==> src/design/lr_pkg.sv <==
// Line rasterizer package: widths, command codes and the structs that pass
// between the front end, the command queue and the pixel walker.
// No dependencies.
package lr_pkg;

    localparam int unsigned COORD_W         = 10;
    localparam int unsigned COLOR_W         = 24;
    localparam int unsigned OFFSET_W        = 22;
    localparam int unsigned ERR_W           = COORD_W + 2;
    localparam int unsigned ROW_PITCH_DEF   = 1024;
    localparam int unsigned BPP_DEF         = 3;
    localparam int unsigned QUEUE_DEPTH_DEF = 2;

    typedef enum logic {
        OP_START = 1'b0,
        OP_STEP  = 1'b1
    } t_op;

    typedef struct packed {
        t_op                     op;
        logic [COORD_W-1:0]      start_x;
        logic [COORD_W-1:0]      start_y;
        logic [COORD_W-1:0]      goal_x;
        logic [COORD_W-1:0]      goal_y;
        logic [COORD_W-1:0]      span_x;
        logic [COORD_W-1:0]      span_y;
        logic                    dir_x_neg;
        logic                    dir_y_neg;
        logic signed [ERR_W-1:0] err_init;
        logic                    same;
        logic [COLOR_W-1:0]      color;
    } t_cmd;

    typedef struct packed {
        logic full;
        logic empty;
    } t_q_stat;

    typedef struct packed {
        logic busy;
        logic pop;
        t_op  op;
    } t_back_stat;

endpackage

==> src/design/lr_if.sv <==
// Line rasterizer channel interfaces: command words in, pixel words out.
// Depends on lr_pkg.
interface lr_cmd_if import lr_pkg::*; ();
    logic               valid;
    logic               ready;
    logic               command;
    logic [COORD_W-1:0] start_x;
    logic [COORD_W-1:0] start_y;
    logic [COORD_W-1:0] end_x;
    logic [COORD_W-1:0] end_y;
    logic [COLOR_W-1:0] line_color;

    modport source (output valid, command, start_x, start_y, end_x, end_y, line_color,
                    input ready);
    modport sink   (input valid, command, start_x, start_y, end_x, end_y, line_color,
                    output ready);
endinterface

interface lr_pix_if import lr_pkg::*; ();
    logic                valid;
    logic                ready;
    logic [COORD_W-1:0]  pixel_x;
    logic [COORD_W-1:0]  pixel_y;
    logic [OFFSET_W-1:0] pixel_offset;
    logic [COLOR_W-1:0]  pixel_color;
    logic                last;

    modport source (output valid, pixel_x, pixel_y, pixel_offset, pixel_color, last,
                    input ready);
    modport sink   (input valid, pixel_x, pixel_y, pixel_offset, pixel_color, last,
                    output ready);
endinterface

==> src/design/lr_front.sv <==
// Line rasterizer front end: accepts command words and decodes them into
// queue entries with spans, directions and initial error precomputed.
// Depends on lr_pkg and lr_if.
module lr_front import lr_pkg::*; (
    lr_cmd_if.sink  i_cmd,
    input  t_q_stat i_q_stat,
    output logic    o_push,
    output t_cmd    o_entry
);

    logic signed [COORD_W:0] w_dx;
    logic signed [COORD_W:0] w_dy;
    logic [COORD_W-1:0]      w_span_x;
    logic [COORD_W-1:0]      w_span_y;

    assign i_cmd.ready = !i_q_stat.full;
    assign o_push      = i_cmd.valid && !i_q_stat.full;

    always_comb begin
        w_dx     = $signed({1'b0, i_cmd.end_x}) - $signed({1'b0, i_cmd.start_x});
        w_dy     = $signed({1'b0, i_cmd.end_y}) - $signed({1'b0, i_cmd.start_y});
        w_span_x = w_dx[COORD_W] ? COORD_W'(-w_dx) : w_dx[COORD_W-1:0];
        w_span_y = w_dy[COORD_W] ? COORD_W'(-w_dy) : w_dy[COORD_W-1:0];

        o_entry.op        = t_op'(i_cmd.command);
        o_entry.start_x   = i_cmd.start_x;
        o_entry.start_y   = i_cmd.start_y;
        o_entry.goal_x    = i_cmd.end_x;
        o_entry.goal_y    = i_cmd.end_y;
        o_entry.span_x    = w_span_x;
        o_entry.span_y    = w_span_y;
        o_entry.dir_x_neg = !(i_cmd.start_x < i_cmd.end_x);
        o_entry.dir_y_neg = !(i_cmd.start_y < i_cmd.end_y);
        o_entry.err_init  = $signed({2'b00, w_span_x}) - $signed({2'b00, w_span_y});
        o_entry.same      = (i_cmd.start_x == i_cmd.end_x) && (i_cmd.start_y == i_cmd.end_y);
        o_entry.color     = i_cmd.line_color;
    end

endmodule

==> src/design/lr_queue.sv <==
// Line rasterizer command queue: short FIFO of decoded commands between the
// front end and the pixel walker.
// Depends on lr_pkg.
module lr_queue import lr_pkg::*; #(
    parameter int unsigned DEPTH = QUEUE_DEPTH_DEF
) (
    input  logic    i_clk,
    input  logic    i_rst_n,
    input  logic    i_push,
    input  t_cmd    i_entry,
    input  logic    i_pop,
    output t_cmd    o_entry,
    output t_q_stat o_stat
);

    localparam int unsigned PTR_W = (DEPTH > 1) ? $clog2(DEPTH) : 1;
    localparam int unsigned CNT_W = $clog2(DEPTH + 1);

    t_cmd             r_mem [DEPTH];
    logic [PTR_W-1:0] r_wr_ptr, n_wr_ptr;
    logic [PTR_W-1:0] r_rd_ptr, n_rd_ptr;
    logic [CNT_W-1:0] r_count, n_count;

    function automatic logic [PTR_W-1:0] ptr_inc(input logic [PTR_W-1:0] p);
        return (p == PTR_W'(DEPTH - 1)) ? '0 : p + PTR_W'(1);
    endfunction

    assign o_entry      = r_mem[r_rd_ptr];
    assign o_stat.full  = (r_count == CNT_W'(DEPTH));
    assign o_stat.empty = (r_count == '0);

    always_comb begin
        n_wr_ptr = i_push ? ptr_inc(r_wr_ptr) : r_wr_ptr;
        n_rd_ptr = i_pop  ? ptr_inc(r_rd_ptr) : r_rd_ptr;
        n_count  = r_count;
        if (i_push && !i_pop) begin
            n_count = r_count + CNT_W'(1);
        end else if (!i_push && i_pop) begin
            n_count = r_count - CNT_W'(1);
        end
    end

    always_ff @(posedge i_clk) begin
        if (!i_rst_n) begin
            r_wr_ptr <= '0;
            r_rd_ptr <= '0;
            r_count  <= '0;
        end else begin
            r_wr_ptr <= n_wr_ptr;
            r_rd_ptr <= n_rd_ptr;
            r_count  <= n_count;
        end
    end

    always_ff @(posedge i_clk) begin
        if (i_push) begin
            r_mem[r_wr_ptr] <= i_entry;
        end
    end

endmodule

==> src/design/lr_back.sv <==
// Line rasterizer back end: Bresenham walker that executes queued commands
// and holds each pixel word in an output register with its byte offset.
// Depends on lr_pkg and lr_if.
module lr_back import lr_pkg::*; #(
    parameter int unsigned ROW_PITCH       = ROW_PITCH_DEF,
    parameter int unsigned BYTES_PER_PIXEL = BPP_DEF
) (
    input  logic       i_clk,
    input  logic       i_rst_n,
    input  t_cmd       i_entry,
    input  t_q_stat    i_q_stat,
    output t_back_stat o_stat,
    lr_pix_if.source   o_pix
);

    localparam int unsigned ROW_BYTES = ROW_PITCH * BYTES_PER_PIXEL;

    logic [COORD_W-1:0]      r_cur_x, n_cur_x, r_cur_y, n_cur_y;
    logic [COORD_W-1:0]      r_goal_x, n_goal_x, r_goal_y, n_goal_y;
    logic [COORD_W-1:0]      r_span_x, n_span_x, r_span_y, n_span_y;
    logic                    r_dir_x_neg, n_dir_x_neg, r_dir_y_neg, n_dir_y_neg;
    logic signed [ERR_W-1:0] r_err, n_err;
    logic [COLOR_W-1:0]      r_color, n_color;
    logic                    r_busy, n_busy;

    logic                    r_out_valid, n_out_valid;
    logic [COORD_W-1:0]      r_px, r_py;
    logic [OFFSET_W-1:0]     r_off;
    logic [COLOR_W-1:0]      r_pcol;
    logic                    r_last;

    logic                    w_pop;
    logic signed [ERR_W:0]   w_e2, w_neg_span_y, w_err_sum;
    logic                    w_mv_x, w_mv_y, w_done;
    logic [COORD_W-1:0]      w_nx, w_ny;
    logic                    w_emit, w_elast;
    logic [COORD_W-1:0]      w_ex, w_ey;
    logic [COLOR_W-1:0]      w_ecol;
    logic [31:0]             w_off_full;

    assign w_pop = !i_q_stat.empty && (!r_out_valid || o_pix.ready);

    assign o_stat.busy = r_busy;
    assign o_stat.pop  = w_pop;
    assign o_stat.op   = i_entry.op;

    // Bresenham step from the current point
    always_comb begin
        w_e2         = {r_err, 1'b0};
        w_neg_span_y = $signed({(ERR_W + 1)'(0)}) - $signed({3'b000, r_span_y});
        w_mv_x       = (w_e2 > w_neg_span_y);
        w_mv_y       = (w_e2 < $signed({3'b000, r_span_x}));
        w_nx         = r_cur_x;
        w_ny         = r_cur_y;
        if (w_mv_x) begin
            w_nx = r_dir_x_neg ? r_cur_x - COORD_W'(1) : r_cur_x + COORD_W'(1);
        end
        if (w_mv_y) begin
            w_ny = r_dir_y_neg ? r_cur_y - COORD_W'(1) : r_cur_y + COORD_W'(1);
        end
        w_err_sum = {r_err[ERR_W-1], r_err}
                    - (w_mv_x ? $signed({3'b000, r_span_y}) : $signed((ERR_W + 1)'(0)))
                    + (w_mv_y ? $signed({3'b000, r_span_x}) : $signed((ERR_W + 1)'(0)));
        w_done    = (w_nx == r_goal_x) && (w_ny == r_goal_y);
    end

    always_comb begin
        n_cur_x     = r_cur_x;
        n_cur_y     = r_cur_y;
        n_goal_x    = r_goal_x;
        n_goal_y    = r_goal_y;
        n_span_x    = r_span_x;
        n_span_y    = r_span_y;
        n_dir_x_neg = r_dir_x_neg;
        n_dir_y_neg = r_dir_y_neg;
        n_err       = r_err;
        n_color     = r_color;
        n_busy      = r_busy;
        w_emit      = 1'b0;
        w_ex        = r_cur_x;
        w_ey        = r_cur_y;
        w_elast     = w_done;
        w_ecol      = r_color;
        if (w_pop) begin
            case (i_entry.op)
                OP_START: begin
                    n_cur_x     = i_entry.start_x;
                    n_cur_y     = i_entry.start_y;
                    n_goal_x    = i_entry.goal_x;
                    n_goal_y    = i_entry.goal_y;
                    n_span_x    = i_entry.span_x;
                    n_span_y    = i_entry.span_y;
                    n_dir_x_neg = i_entry.dir_x_neg;
                    n_dir_y_neg = i_entry.dir_y_neg;
                    n_err       = i_entry.err_init;
                    n_color     = i_entry.color;
                    n_busy      = !i_entry.same;
                    w_emit      = 1'b1;
                    w_ex        = i_entry.goal_x;
                    w_ey        = i_entry.goal_y;
                    w_elast     = i_entry.same;
                    w_ecol      = i_entry.color;
                end
                OP_STEP: begin
                    // drop a step while idle
                    if (r_busy) begin
                        n_cur_x = w_nx;
                        n_cur_y = w_ny;
                        n_err   = w_err_sum[ERR_W-1:0];
                        n_busy  = !w_done;
                        w_emit  = 1'b1;
                    end
                end
                default: begin
                    w_emit = 1'b0;
                end
            endcase
        end
        n_out_valid = w_emit || (r_out_valid && !o_pix.ready);
    end

    assign w_off_full = 32'(w_ey) * 32'(ROW_BYTES) + 32'(w_ex) * 32'(BYTES_PER_PIXEL);

    always_ff @(posedge i_clk) begin
        if (!i_rst_n) begin
            r_busy      <= 1'b0;
            r_out_valid <= 1'b0;
        end else begin
            r_busy      <= n_busy;
            r_out_valid <= n_out_valid;
        end
    end

    always_ff @(posedge i_clk) begin
        r_cur_x     <= n_cur_x;
        r_cur_y     <= n_cur_y;
        r_goal_x    <= n_goal_x;
        r_goal_y    <= n_goal_y;
        r_span_x    <= n_span_x;
        r_span_y    <= n_span_y;
        r_dir_x_neg <= n_dir_x_neg;
        r_dir_y_neg <= n_dir_y_neg;
        r_err       <= n_err;
        r_color     <= n_color;
        if (w_emit) begin
            r_px   <= w_ex;
            r_py   <= w_ey;
            r_off  <= w_off_full[OFFSET_W-1:0];
            r_pcol <= w_ecol;
            r_last <= w_elast;
        end
    end

    assign o_pix.valid        = r_out_valid;
    assign o_pix.pixel_x      = r_px;
    assign o_pix.pixel_y      = r_py;
    assign o_pix.pixel_offset = r_off;
    assign o_pix.pixel_color  = r_pcol;
    assign o_pix.last         = r_last;

endmodule

==> src/design/line_rasterizer_top.sv <==
// Line rasterizer top level: front end, command queue and Bresenham walker.
// Depends on lr_pkg, lr_if, lr_front, lr_queue and lr_back.
//
// Usage:
//   i_cmd carries command words. A start word (command 0) loads both end
//   points and a color and produces the end pixel at once, marked last when
//   the end points are equal. Each step word (command 1) produces the
//   current pixel and advances it, marked last when the advance reaches
//   the end point. A step while no line is active produces no pixel.
//   o_pix carries pixel words with column, row, byte offset
//   ((row * ROW_PITCH + column) * BYTES_PER_PIXEL, wrapped to 22 bits),
//   color and last.
//   Throughput: one command per cycle while o_pix.ready holds, set by the
//   walker step and the output register; the queue holds QUEUE_DEPTH
//   commands.
//   Reset: the queue empties, the walker goes idle and o_pix.valid drops.
//   Receiver stall: the output register holds its word, the queue fills,
//   and i_cmd.ready drops once the queue is full.
module line_rasterizer_top import lr_pkg::*; #(
    parameter int unsigned ROW_PITCH       = ROW_PITCH_DEF,
    parameter int unsigned BYTES_PER_PIXEL = BPP_DEF,
    parameter int unsigned QUEUE_DEPTH     = QUEUE_DEPTH_DEF
) (
    input  logic     i_clk,
    input  logic     i_rst_n,
    lr_cmd_if.sink   i_cmd,
    lr_pix_if.source o_pix
);

    t_q_stat    w_q_stat;
    t_back_stat w_back_stat;
    logic       w_push;
    t_cmd       w_push_entry;
    t_cmd       w_head_entry;

    lr_front u_front (
        .i_cmd    (i_cmd),
        .i_q_stat (w_q_stat),
        .o_push   (w_push),
        .o_entry  (w_push_entry)
    );

    lr_queue #(
        .DEPTH (QUEUE_DEPTH)
    ) u_queue (
        .i_clk   (i_clk),
        .i_rst_n (i_rst_n),
        .i_push  (w_push),
        .i_entry (w_push_entry),
        .i_pop   (w_back_stat.pop),
        .o_entry (w_head_entry),
        .o_stat  (w_q_stat)
    );

    lr_back #(
        .ROW_PITCH       (ROW_PITCH),
        .BYTES_PER_PIXEL (BYTES_PER_PIXEL)
    ) u_back (
        .i_clk    (i_clk),
        .i_rst_n  (i_rst_n),
        .i_entry  (w_head_entry),
        .i_q_stat (w_q_stat),
        .o_stat   (w_back_stat),
        .o_pix    (o_pix)
    );

    a_idle_step_no_pixel: assert property (@(posedge i_clk) disable iff (!i_rst_n)
        (w_back_stat.pop && w_back_stat.op == OP_STEP && !w_back_stat.busy)
        |=> !o_pix.valid)
        else $error("step while idle produced a pixel");

    a_last_ends_line: assert property (@(posedge i_clk) disable iff (!i_rst_n)
        (o_pix.valid && o_pix.last) |-> !w_back_stat.busy)
        else $error("walker still busy while last pixel is pending");

    a_no_pop_empty: assert property (@(posedge i_clk) disable iff (!i_rst_n)
        w_q_stat.empty |-> !w_back_stat.pop)
        else $error("pop from empty command queue");

    a_reset_idle: assert property (@(posedge i_clk)
        !i_rst_n |=> (!o_pix.valid && !w_back_stat.busy))
        else $error("block not idle after reset");

endmodule
==> src/flat_wrapper.sv <==
// flat-port wrapper written by rule: the top's interface ports become plain ports
module line_rasterizer_top_flat import lr_pkg::*;
#(
    parameter int unsigned ROW_PITCH       = ROW_PITCH_DEF,
    parameter int unsigned BYTES_PER_PIXEL = BPP_DEF,
    parameter int unsigned QUEUE_DEPTH     = QUEUE_DEPTH_DEF
)
  (i_clk, i_rst_n, i_cmd_valid, i_cmd_command, i_cmd_start_x, i_cmd_start_y, i_cmd_end_x, i_cmd_end_y, i_cmd_line_color, i_cmd_ready, o_pix_valid, o_pix_pixel_x, o_pix_pixel_y, o_pix_pixel_offset, o_pix_pixel_color, o_pix_last, o_pix_ready);
  lr_cmd_if i_cmd_i ();
  lr_pix_if o_pix_i ();
  input  logic i_clk;
  input  logic i_rst_n;
  input wire logic [$bits(i_cmd_i.valid)-1:0] i_cmd_valid;
  input wire logic [$bits(i_cmd_i.command)-1:0] i_cmd_command;
  input wire logic [$bits(i_cmd_i.start_x)-1:0] i_cmd_start_x;
  input wire logic [$bits(i_cmd_i.start_y)-1:0] i_cmd_start_y;
  input wire logic [$bits(i_cmd_i.end_x)-1:0] i_cmd_end_x;
  input wire logic [$bits(i_cmd_i.end_y)-1:0] i_cmd_end_y;
  input wire logic [$bits(i_cmd_i.line_color)-1:0] i_cmd_line_color;
  output wire logic [$bits(i_cmd_i.ready)-1:0] i_cmd_ready;
  output wire logic [$bits(o_pix_i.valid)-1:0] o_pix_valid;
  output wire logic [$bits(o_pix_i.pixel_x)-1:0] o_pix_pixel_x;
  output wire logic [$bits(o_pix_i.pixel_y)-1:0] o_pix_pixel_y;
  output wire logic [$bits(o_pix_i.pixel_offset)-1:0] o_pix_pixel_offset;
  output wire logic [$bits(o_pix_i.pixel_color)-1:0] o_pix_pixel_color;
  output wire logic [$bits(o_pix_i.last)-1:0] o_pix_last;
  input wire logic [$bits(o_pix_i.ready)-1:0] o_pix_ready;
  assign i_cmd_i.valid = i_cmd_valid;
  assign i_cmd_i.command = i_cmd_command;
  assign i_cmd_i.start_x = i_cmd_start_x;
  assign i_cmd_i.start_y = i_cmd_start_y;
  assign i_cmd_i.end_x = i_cmd_end_x;
  assign i_cmd_i.end_y = i_cmd_end_y;
  assign i_cmd_i.line_color = i_cmd_line_color;
  assign i_cmd_ready = i_cmd_i.ready;
  assign o_pix_valid = o_pix_i.valid;
  assign o_pix_pixel_x = o_pix_i.pixel_x;
  assign o_pix_pixel_y = o_pix_i.pixel_y;
  assign o_pix_pixel_offset = o_pix_i.pixel_offset;
  assign o_pix_pixel_color = o_pix_i.pixel_color;
  assign o_pix_last = o_pix_i.last;
  assign o_pix_i.ready = o_pix_ready;
  line_rasterizer_top #(.ROW_PITCH(ROW_PITCH), .BYTES_PER_PIXEL(BYTES_PER_PIXEL), .QUEUE_DEPTH(QUEUE_DEPTH)) u_core (.i_clk(i_clk), .i_rst_n(i_rst_n), .i_cmd(i_cmd_i), .o_pix(o_pix_i));
endmodule
==> config.mk <==
export PLATFORM = sky130hd
export DESIGN_NAME = line_rasterizer_top_flat
export DESIGN_NICKNAME = d
export VERILOG_FILES = /design/src/design/lr_pkg.sv /design/src/design/lr_if.sv /design/src/design/lr_front.sv /design/src/design/lr_queue.sv /design/src/design/lr_back.sv /design/src/design/line_rasterizer_top.sv /design/src/flat_wrapper.sv
export SDC_FILE = /design/constraint.sdc
export NUM_CORES = 1
export LEC_CHECK = 0
export ABC_AREA = 1
export BUFFER_PORTS_ARGS = -buffer_cell sky130_fd_sc_hd__buf_2
export CAP_MARGIN = 20
export CORE_ASPECT_RATIO = 0.7
export CORE_UTILIZATION = 50
export CTS_BUF_LIST = sky130_fd_sc_hd__clkbuf_2 sky130_fd_sc_hd__clkbuf_4 sky130_fd_sc_hd__clkbuf_8
export DETAILED_ROUTE_END_ITERATION = 10
export PLACE_DENSITY_LB_ADDON = 0.15
export SETUP_SLACK_MARGIN = 0.4
export SYNTH_ARGS = -nofsm -noshare
export SYNTH_HDL_FRONTEND = slang
export SYNTH_SLANG_ARGS = --single-unit
==> constraint.sdc <==
create_clock -name i_clk -period 7.21 [get_ports i_clk]
set_input_delay 1.442 -clock i_clk [delete_from_list [all_inputs] [get_ports i_clk]]
set_output_delay 1.442 -clock i_clk [all_outputs]
set_load 0.05 [all_outputs]
Word-level counts from Yosys, hierarchy flattened:

Memories as Yosys holds them, arrays and structs flattened. A register that Yosys moved wholly into a read port is not among the register bits.
Cells that the tools add are included.

* $add $sub $neg: 17
* $mul: 2
* divide/modulo/power cells: 0
* magnitude comparators: 4
* equality and inequality tests: 6
* shift operators: 0
* muxes and demuxes: 35
* bitwise logic cells: 1
* reduce and logical (&&, ||, !) cells: 23

Operator list (count)
* $mux 10: 14
* $mux 24: 2
* $eq 10x10->1: 4
* $pmux 10 s2: 2
* $sub 10x10->11: 3
* $mul 10x2->12 const B: 2
* $pmux 12 s2: 1
* $add 22x12->22: 1
* $add 10x1->10 const B: 2
* $lt 10x10->1: 2
* $neg 10->10: 2
* $sub 10x1->10 const B: 2
* $gt 13x11->1: 1
* $lt 13x11->1: 1
* $add 12x10->12: 1
* $mux 12: 1
* $sub 12x11->12: 1
* $mux 1: 11
* $sub 1x10->11 const A: 1
* $logic_not 1->1: 10
* $logic_and 1x1->1: 7
* $mux 2: 2
* $pmux 1 s2: 2
* $reduce_and 2->1: 2
* other kinds (9): 11

* flip-flop bits (word level): 171
* latch bits: 0
* bits in writable memories: 200
* memory bits (read-only): 0
* input port bits: 69
* memories kept: 1

Memory list
* u_core.u_queue.r_mem: words 2, bits a word 100, read ports 1, clocked after memory_dff 1, write ports 1, RTL line lr_queue.sv:19 `t_cmd r_mem [DEPTH];`

Longest topological paths before layout:

Gate-level depths: netlist of the first run.

* depth after elaboration: 8
* depth in mapped cells: 36

Hierarchy:

Synthesis of the first run repeated with hierarchy kept, for this count alone.

* cell total of the unflattened synthesis: 1892
* area total of the unflattened synthesis: 20490.9 um2

By module, submodules not included
* lr_back: times used 1, cells an instance 1090, area each 9864.5 um2
* lr_queue: times used 1, cells an instance 346, area each 7946.4 um2
* lr_front: times used 1, cells an instance 456, area each 2680.1 um2

Least setup slack after synthesis of the first run:

No wires, ideal clock.

* path kind: input to register
* start point: in o_pix_ready
* end point: reg u_core.u_back.r_last, in the netlist u_core.u_back.o_pix.last, enable pin
* setup time: 0.589 ns
* data arrival time: 6.558 ns
* data required time: 6.621 ns
* slack: 0.063 ns
* stages on the path: 4
* path buffers: 0
* cells stage by stage: nor2_1 a21oi_2 inv_1 a21oi_1

* word-level cells in the longest chain between the ends: 3

Ends and longest elaborated chain
* from (decl): RTL line flat_wrapper.sv:27 `input wire logic [$bits(o_pix_i.ready)-1:0] o_pix_ready;`
* $logic_or 1x1->1: RTL line lr_back.sv:41 `assign w_pop = !i_q_stat.empty && (!r_out_valid || o_pix.ready);`
* $logic_and 1x1->1: RTL line lr_back.sv:41
* $mux 1: RTL line lr_back.sv:84 `if (w_pop) begin`
* named net u_core.u_back.w_emit: RTL line lr_back.sv:36 `logic w_emit, w_elast;`
* to (signal assigned): RTL line lr_back.sv:150 `r_last <= w_elast;`
* to (decl): RTL line lr_back.sv:30 `logic r_last;`

The timed path passes the listed nets, and every way through them passes these cells.
A chain may end at the register's enable or synchronous reset.

Worst setup path in the final report of the first run:

* start point: reg u_core.u_back.r_span_y[0]
* end point: reg u_core.u_back.r_err[10], data pin

* word-level cells in the longest chain between the ends: 7

Ends and longest elaborated chain
* from (decl): RTL line lr_back.sv:20 `logic [COORD_W-1:0] r_span_x, n_span_x, r_span_y, n_span_y;`
* from (signal assigned): RTL line lr_back.sv:140 `r_span_y <= n_span_y;`
* $sub 1x10->11: RTL line lr_back.sv:50 `w_neg_span_y = $signed({(ERR_W + 1)'(0)}) - $signed({3'b000, r_span_y});`
* $gt 13x11->1: RTL line lr_back.sv:51 `w_mv_x = (w_e2 > w_neg_span_y);`
* $mux 10 *: RTL line lr_back.sv:62 `- (w_mv_x ? $signed({3'b000, r_span_y}) : $signed((ERR_W + 1)'(0)))`
* $sub 12x11->12 *: RTL line lr_back.sv:62
* $add 12x10->12 *: RTL line lr_back.sv:63 `+ (w_mv_y ? $signed({3'b000, r_span_x}) : $signed((ERR_W + 1)'(0)));`
* $mux 12 *: RTL line lr_back.sv:106 `if (r_busy) begin`
* $pmux 12 s2 *: RTL line lr_back.sv:85 `case (i_entry.op)`
* to (signal assigned): RTL line lr_back.sv:143 `r_err <= n_err;`
* to (decl): RTL line lr_back.sv:22 `logic signed [ERR_W-1:0] r_err, n_err;`

Every way passes the cells marked *; elsewhere a longest branch is shown, timed or not. The select of a mux whose other input is x is not followed.

==> results of run 1 <==
==> sequential cells by signal, summed over array words and instances, names as in the netlist, 10 cells and up, named ones only <==
register and flops:
u_core.u_back.r_err 12, u_core.u_back.o_pix.pixel_x 10, u_core.u_back.r_goal_x 10, u_core.u_back.r_cur_x 10
u_core.u_back.r_color 24, u_core.u_back.r_goal_y 10, u_core.u_back.r_span_y 10, u_core.u_back.o_pix.pixel_y 10
u_core.u_back.r_cur_y 10, u_core.u_queue.r_mem 198, u_core.u_back.o_pix.pixel_color 24, u_core.u_back.o_pix.pixel_offset 21
u_core.u_back.r_span_x 10
==> Yosys cell counts (all sizes together) <==
master / n
nand2: 374
edfxtp: 338
inv: 249
o21ai: 115
ha: 114
nor2: 82
nand3: 78
a21oi: 72
xor2: 58
mux2: 48
dfxtp: 31
xnor2: 25
clkbuf: 24
mux2i: 21
nand4: 18
nor3: 18
fa: 17
nand3b: 15
buf: 11
a21o: 8
o211ai: 5
o21bai: 4
o22ai: 3
a31oi: 2
and2: 2
o31ai: 2
or2: 2
a211oi: 1
a21boi: 1
clkinv: 1
o221ai: 1
o2bb2ai: 1
==> through the flow <==
step	utilization, %	cell area, um2	std cells
floorplan	-	18800	1741
CTS	57.1	21200	2443
global route	57.2	21200	2444
global placement	54.1	20100	2344
detailed placement	54.1	20100	2344
finish	57.2	21200	2444
==> cell families (layout without fill, tap and decap cells) <==
logic type / count (synthesis) / count (layout) / synth area share (%)
muxes: 69 / 69 / 3.99
buffers and inverters: 285 / 499 / 5.86
and+or+nand+nor: 589 / 589 / 13.6
adders and majority gates: 131 / 131 / 9.39
xor gates and xnor gates: 83 / 83 / 3.86
AOI/OAI and AO/OA: 215 / 215 / 6.11
other: 0 / 1 / 0
DFF: 369 / 369 / 57.2
==> routing by layer <==
metal  part of all wire [%]  track usage, %  up-vias
met5                      0               0        -
met4                    2.4            6.79        0
met3                    6.2            4.32       78
met2                     43            32.3      328
met1                     48            32.6     5834
li1                       -               -     6272
==> worst max-delay path, delay by kind of cell, from the launching register on <==
kind | cells | cell delay (ns)
flip-flops | 1 | 0.38
AO/OA/AOI/OAI | 7 | 1.00
adder cells (fa/ha/maj) | 4 | 1.53
XOR/XNOR | 1 | 0.12
buffers and inverters | 2 | 0.23
AND/OR/NAND/NOR | 16 | 2.22
==> worst max path at each step <==
stage,start,end,slack [ns],cells after the start
after global routing,u_core.u_back.r_span_y[0]$_DFFE_PP_,u_core.u_back.r_err[10]$_DFFE_PP_,0.84,32
final,u_core.u_back.r_span_y[0]$_DFFE_PP_,u_core.u_back.r_err[10]$_DFFE_PP_,1.44,30
after detailed placement,o_pix_ready,u_core.u_back.o_pix.pixel_offset[21]$_DFFE_PP_,1.48,19
after floorplan,i_cmd_valid,u_core.u_queue.r_mem[1][0]$_DFFE_PP_,0.95,2
after global placement,o_pix_ready,u_core.u_back.o_pix.pixel_offset[21]$_DFFE_PP_,1.58,23
after CTS,u_core.u_back.r_span_y[0]$_DFFE_PP_,u_core.u_back.r_err[10]$_DFFE_PP_,1.46,30
==> layout make-up <==
class	count	area share (%)
Clock buffer	88	4.97
Tap cell	488	2.88
Clock inverter	11	0.342
Inverter	250	4.42
Sequential cell	369	50.8
Multi-Input combinational cell	1087	32.9
Antenna cell	1	0.0118
Timing Repair Buffer	150	3.69
==> results.py, run 1 <==
metrics = {
    "status": {
        "status": "finished, final reports clean",
    },
    "cts": {
        "clockBufferDepth": 3,
        "cts.clk_slew.worst_paths_ns": 0.07,
        "tritoncts": "built",
        "postCtsResizedCells": 0,
        "ctsHoldBuffers": 0,
        "cts_made_buffers": 56,
        "clock_latency_ns": 0.63,
        "post_cts_buffers": 0,
        "cts.htree.levels": 2,
        "cts_root_buf": "clkbuf_8",
        "cts_sinks": 369,
    },
    "routing": {
        "viasPerCell": 5.12,
        "drtAntennaViolNets": 0,
        "vias": 12512,
        "drtIter0Drc": 961,
        "wl_per_cell_um": 17.0,
        "firstDrtPassIters": 7,
        "route.detailed.drc": 0,
        "drt_wl_total_mm": 41.5,
    },
    "yosys": {
        "synthTopCellsByArea": "edfxtp_1, ha_1, nand2_1",
        "synth_cell_types": 46,
        "syn-num-nets": 1941,
        "ys_ff_latch": 369,
        "syn_area_per_cell_um2": 10.8,
        "seq_area_frac_synth_pct": 57.2,
        "yosysTopAreaCellShare_pct": 53.9,
        "syn_area_um2": 18800,
        "ys.warnings.count": 0,
        "yosys.area.top_type": "edfxtp_1",
        "syn_inst": 1741,
    },
    "placed_design": {
        "port_buffers": 137,
        "gp_congestion": 0.877,
        "pre_cts_slack_ns": 1.48,
        "dp_hpwl_mm": 29.8,
    },
    "setup_path": {
        "reg2reg_from": "u_core.u_back.r_span_y[0]$_DFFE_PP_",
        "critPathLaunchType": "register",
        "path_class": "register to register",
        "path_max_fanout": 20,
        "crit_slowest_cell": "fa_1",
        "critPathMaxStageDelay_ns": 0.52,
        "reg2reg_to": "u_core.u_back.r_err[10]$_DFFE_PP_",
        "cp-end-kind": "register",
        "ff2ff_setup_slack_ns": 1.44,
        "crit_top_cell": "nand2_1",
        "worst-endpoint-required_ns": 7.57,
        "rr_worst_depth": 30,
        "worst_ep_arrival_time_ns": 6.13,
    },
    "floorplanning": {
        "coreArea_um2": 37100,
        "die_w_um": 234,
        "die_area_um2": 38400,
        "num_rows": 59,
        "initial_utilization_pct": 50.7,
        "die_y_um": 164,
        "io_pins": 138,
    },
    "sta": {
        "setup_violations": 0,
        "fin_setup_tns_ns": 0,
        "fin_crit_sh_pct": 80.1,
        "layout_setup_ws_ns": 1.44,
        "skew_ns": 0.0237,
        "relSlewSlack_pct": 44.1,
        "finalWorstPathRequiredPeriod_ns": 5.77,
        "hold_slack_ns": 0.468,
        "rsz0062_at_grt": "no",
        "slew_viol_final": 0,
        "hold_viol": 0,
        "fmax_mhz": 173,
        "worst_slew_pin_slew_ns": 0.838,
    },
    "run": {
        "drv_cap": 0,
    },
    "layout": {
        "multi_input_area_um2": 6990,
        "ff_latch_area_um2": 10800,
        "areaGrowthSynthToFinish_pct": 12.7,
        "mostFrequentLayoutCells": "nand2_1, edfxtp_1, inv_1",
        "n_fill_cell": 3168,
        "drive_above_1_share_pct": 16.8,
        "layout_commonest_cell": "nand2_1",
        "nNetsFinal": 2114,
    },
    "global_routing": {
        "track_usage_pct": 22.0,
        "grt_max_degree": 61,
        "grt_pass1_wl_mm": 64.1,
        "overflow": 0,
        "antenna_found_initial": 1,
        "grt_pass1_vias": 11786,
    },
    "hold_path": {
        "holdCritStartpoint": "u_core.u_back.r_color[15]$_DFF_P_",
        "hold_end": "u_core.u_back.r_color[15]$_DFF_P_",
        "hold_path.class": "register to register",
        "hold_depth": 2,
    },
}
Power of run 1 is not shown: default switching activity piles up to over one toggle a cycle in this logic, so the estimate is an artifact.
==> run 2, diff against run 1 <==
- clock period: 7.21 -> 4.9 ns (I/O delays scaled with it)
==> run 2 against run 1 <==
The run now ends with negative setup slack left. Sequential share of layout area is 2.1 points lower. Cell count grew 2.8%. Hold slack worse by 0.024 ns. Worst setup slack worse by 1.5 ns. Fmax is 17% higher. Wire length grew 2.1%. Core utilization up 2.5 points. Register-to-register slack got worse by 1.5 ns. Critical path type unchanged.
==> results.py, run 2 (synthesized netlist as in run 1, its figures left out) <==
metrics = {
    "cts": {
        "clockBufferDepth": 3,
        "tritoncts": "built",
        "clock_latency_ns": 0.64,
        "cts_root_buf": "clkbuf_8",
        "cts_sinks": 369,
        "cts.clk_slew.worst_paths_ns": 0.06,
        "cts.htree.levels": 2,
        "ctsHoldBuffers": 0,
        "cts_made_buffers": 57,
    },
    "layout": {
        "diodes": 0,
        "layout_commonest_cell": "nand2_1",
        "design_area_um2": 22100,
        "largest_register_ffs": 198,
        "drive_above_1_share_pct": 22.2,
        "n_fill_cell": 3094,
        "areaGrowthSynthToFinish_pct": 17.6,
        "multi_input_area_um2": 7310,
        "ff_latch_area_um2": 10800,
        "mostFrequentLayoutCells": "nand2_1, edfxtp_1, inv_1",
        "nNetsFinal": 2182,
        "largest_register": "u_core.u_queue.r_mem",
    },
    "placed_design": {
        "post_dp_cell_area_um2": 20500,
        "pre_cts_slack_ns": -0.147,
        "port_buffers": 137,
        "gp_congestion": 0.897,
        "dp_hpwl_mm": 30.0,
    },
    "routing": {
        "firstDrtPassIters": 8,
        "drt_wl_total_mm": 42.4,
        "viasPerCell": 5.10,
        "wl_per_cell_um": 16.9,
        "route.detailed.drc": 0,
        "drtIter0Drc": 948,
        "drtAntennaViolNets": 0,
        "vias": 12807,
    },
    "floorplanning": {
        "initial_utilization_pct": 50.7,
        "die_y_um": 164,
        "coreArea_um2": 37100,
        "die_w_um": 234,
        "num_rows": 59,
        "die_area_um2": 38400,
        "io_pins": 138,
    },
    "setup_path": {
        "crit_slowest_cell": "fa_1",
        "worst-endpoint-required_ns": 5.27,
        "cp-end-kind": "register",
        "worst_ep_arrival_time_ns": 5.30,
        "critPathMaxStageDelay_ns": 0.44,
        "path_max_fanout": 7,
        "critPathLaunchType": "register",
        "worst-path-buf-inv": 3,
        "critPathTopFamily": "simple AND/OR/NAND/NOR gates",
        "path_class": "register to register",
    },
    "status": {
        "failed_checks": "negative setup slack",
        "status": "complete, but fails checks",
    },
    "global_routing": {
        "antenna_found_initial": 0,
        "grt_pass1_wl_mm": 64.9,
        "grt_max_degree": 59,
        "overflow": 0,
        "grt_pass1_vias": 12225,
        "track_usage_pct": 22.1,
    },
    "hold_path": {
        "hold_path.class": "register to register",
    },
    "sta": {
        "fmax_mhz": 203,
        "skew_ns": 0.0399,
        "layout_setup_ws_ns": -0.0334,
        "relSlewSlack_pct": 40.2,
        "setup_violations": 1,
        "slew_viol_final": 0,
        "hold_slack_ns": 0.444,
        "hold_viol": 0,
        "fin_crit_sh_pct": 101,
        "finalWorstPathRequiredPeriod_ns": 4.93,
        "rsz0062_at_grt": "yes",
        "worst_slew_pin_slew_ns": 0.895,
    },
    "run": {
        "drv_cap": 0,
    },
}
[run 2: layout make-up]
| class | instances | share of cell area [%] |
|---|---|---|
| tap | 488 | 2.76 |
| clock buffer | 79 | 4.29 |
| inverter | 250 | 4.24 |
| timing repair buffer | 217 | 6.06 |
| multi-input combinational | 1087 | 33.0 |
| clock inverter | 23 | 0.972 |
| sequential | 369 | 48.7 |
[run 2: repair_timing]
| action | CTS | global route |
|---|---|---|
| pin swaps | 36 | 30 |
| gates cloned | 0 | 0 |
| endpoints found under the hold margin | 0 | 0 |
| resized for setup | 18 | 37 |
| setup buffers | 19 | 12 |
| setup endpoints to repair | 6 | 12 |
[run 2: path summary, 6_finish.rpt]
path	end	slack, ns	depth (start not counted)	startpoint
max	u_core.u_back.r_err[10]$_DFFE_PP_	-0.03	32	u_core.u_back.r_span_y[0]$_DFFE_PP_
min	register	0.44	1	u_core.u_queue.r_rd_ptr$_SDFFE_PN0P_
max reg2reg	u_core.u_back.r_err[10]$_DFFE_PP_	-0.03	32	u_core.u_back.r_span_y[0]$_DFFE_PP_
min reg2reg	register	0.44	1	u_core.u_queue.r_rd_ptr$_SDFFE_PN0P_
[run 2: metrics by stage]
stage / cells / setup TNS (ns) / utilization, %
6_report: 2513 / -0.0334 / 59.6
5_1_grt: 2513 / -1.00 / 59.6
4_1_cts: 2501 / 0 / 58.9
3_5_place_dp: 2380 / -0.227 / 55.3
3_3_place_gp: 2380 / 0 / 55.3
2_1_floorplan: 1741 / -0.0300 / -
[run 2: layer usage]
layer | track usage, % | wire [um] | share of wire [%]
met1 | 33.4 | 21000 | 50
met2 | 32.6 | 18100 | 43
met5 | 0 | 0 | 0
met4 | 5.84 | 711 | 1.7
met3 | 3.82 | 2600 | 6.1
[run 2: worst register-to-register path, delay by kind of cell, from the launching register on]
kind            cells  cell delay (ns)
simple gates       17             1.74
xor+xnor            1             0.17
fa+ha+maj           4             1.05
compound gates      7             0.99
flops               1             0.43
buf+inv             3             0.30
Power of run 2 is left out for the same reason.
==> run 3, diff against run 2 <==
- clock period: 4.9 -> 6.3 ns (I/O delays scaled with it)
==> run 3 against run 2 <==
The flow finishes with violations (design-rule violations). Critical path depth is 2 lower. Sequential share of layout area is 1.8 points higher. Global-route usage down 0.21 points. Non-clock buffer count shrank 67. Sequential cell count did not move. Wire length decreased by 2.3%. Via count is 2.1% lower. Highest routed layer unchanged.
==> results.py, run 3 (synthesized netlist as in run 1, its figures left out) <==
metrics = {
    "setup_path": {
        "critPathMaxStageDelay_ns": 0.50,
        "path_class": "register to register",
        "critPathTopFamily": "simple AND/OR/NAND/NOR gates",
        "crit_slowest_cell": "fa_1",
        "path_max_fanout": 10,
        "critPathLaunchType": "register",
        "cp-end-kind": "register",
        "worst_ep_arrival_time_ns": 5.73,
        "worst-endpoint-required_ns": 6.67,
        "worst-path-buf-inv": 5,
    },
    "layout": {
        "nNetsFinal": 2117,
        "mostFrequentLayoutCells": "nand2_1, edfxtp_1, inv_1",
        "drive_above_1_share_pct": 17.3,
        "layout_commonest_cell": "nand2_1",
        "areaGrowthSynthToFinish_pct": 13.4,
        "largest_register_ffs": 198,
        "largest_register": "u_core.u_queue.r_mem",
    },
    "global_routing": {
        "grt_pass1_wl_mm": 64.9,
        "grt_max_degree": 75,
        "overflow": 0,
        "track_usage_pct": 21.9,
        "grt_pass1_vias": 11937,
        "antenna_found_initial": 0,
    },
    "sta": {
        "fin_crit_sh_pct": 85.0,
        "rsz0062_at_grt": "no",
        "relSlewSlack_pct": 38.6,
        "hold_viol": 0,
        "fin_setup_tns_ns": 0,
        "setup_violations": 0,
        "finalWorstPathRequiredPeriod_ns": 5.36,
        "fmax_mhz": 187,
        "skew_ns": 0.0266,
        "slew_viol_final": 0,
        "worst_slew_pin_slew_ns": 0.918,
    },
    "cts": {
        "cts.clk_slew.worst_paths_ns": 0.06,
        "clockBufferDepth": 3,
        "tritoncts": "built",
        "cts_sinks": 369,
        "cts_root_buf": "clkbuf_8",
        "cts_made_buffers": 58,
        "cts.htree.levels": 2,
        "clock_latency_ns": 0.64,
    },
    "routing": {
        "viasPerCell": 5.11,
        "route.detailed.drc": 14,
        "vias": 12534,
        "drtAntennaViolNets": 0,
        "firstDrtPassIters": 8,
        "drtIter0Drc": 890,
        "drt_wl_total_mm": 41.4,
        "wl_per_cell_um": 16.9,
    },
    "floorplanning": {
        "die_w_um": 234,
        "io_pins": 138,
        "num_rows": 59,
        "die_y_um": 164,
        "coreArea_um2": 37100,
        "initial_utilization_pct": 50.7,
        "die_area_um2": 38400,
    },
    "hold_path": {
        "hold_path.class": "register to register",
    },
    "placed_design": {
        "gp_congestion": 0.890,
        "dp_hpwl_mm": 29.7,
        "port_buffers": 137,
    },
    "status": {
        "failed_checks": "design-rule violations",
        "status": "complete, but fails checks",
    },
    "run": {
        "drv_cap": 0,
    },
}
[run 3: through the flow]
step           instances  hold slack (ns)  utilization [%]  setup WS [ns]  instance area (um2)
6_report            2451            0.461             57.5          0.943                21300
3_3_place_gp        2344            0.434             54.1          0.810                20100
4_1_cts             2449            0.456             57.4          0.614                21300
2_1_floorplan       1741            0.425                -          0.508                18800
5_1_grt             2450            0.490             57.5          0.436                21300
3_5_place_dp        2344            0.451             54.1          0.627                20100
[run 3: final timing paths]
| path | startpoint | endpoint | slack, ns | depth (start not counted) |
|---|---|---|---|---|
| worst max-delay path | u_core.u_back.r_span_y[0]$_DFFE_PP_ | u_core.u_back.r_err[11]$_DFFE_PP_ | 0.94 | 30 |
| worst min-delay path | u_core.u_queue.r_rd_ptr$_SDFFE_PN0P_ | u_core.u_queue.r_rd_ptr$_SDFFE_PN0P_ | 0.46 | 1 |
| worst max register to register | u_core.u_back.r_span_y[0]$_DFFE_PP_ | u_core.u_back.r_err[11]$_DFFE_PP_ | 0.94 | 30 |
| worst min register to register | u_core.u_queue.r_rd_ptr$_SDFFE_PN0P_ | u_core.u_queue.r_rd_ptr$_SDFFE_PN0P_ | 0.46 | 1 |
[run 3: layout make-up]
cell class / instances / area, um2
sequential: 369 / 10800
fill: 3166 / 15800
timing repair buffer: 150 / 796
antenna: 1 / 2.50
clock buffer: 89 / 1080
clock inverter: 16 / 128
inverter: 250 / 938
tap: 488 / 611
multi-input combinational: 1088 / 7010
[run 3: layer usage]
metal	global-route usage (%)	vias to the layer above	wire length, um	share of wire, %
met4	4.75	0	557	1.3
met5	0	-	0	0
met1	32.7	5896	20200	49
li1	-	6282	-	-
met3	3.66	49	2360	5.7
met2	33.4	307	18300	44
[run 3: what timing repair did]
action	CTS	global route
buffers inserted	0	0
hold buffers	0	0
setup endpoints to repair	0	4
resized for setup	0	4
Power of run 3 is left out for the same reason.
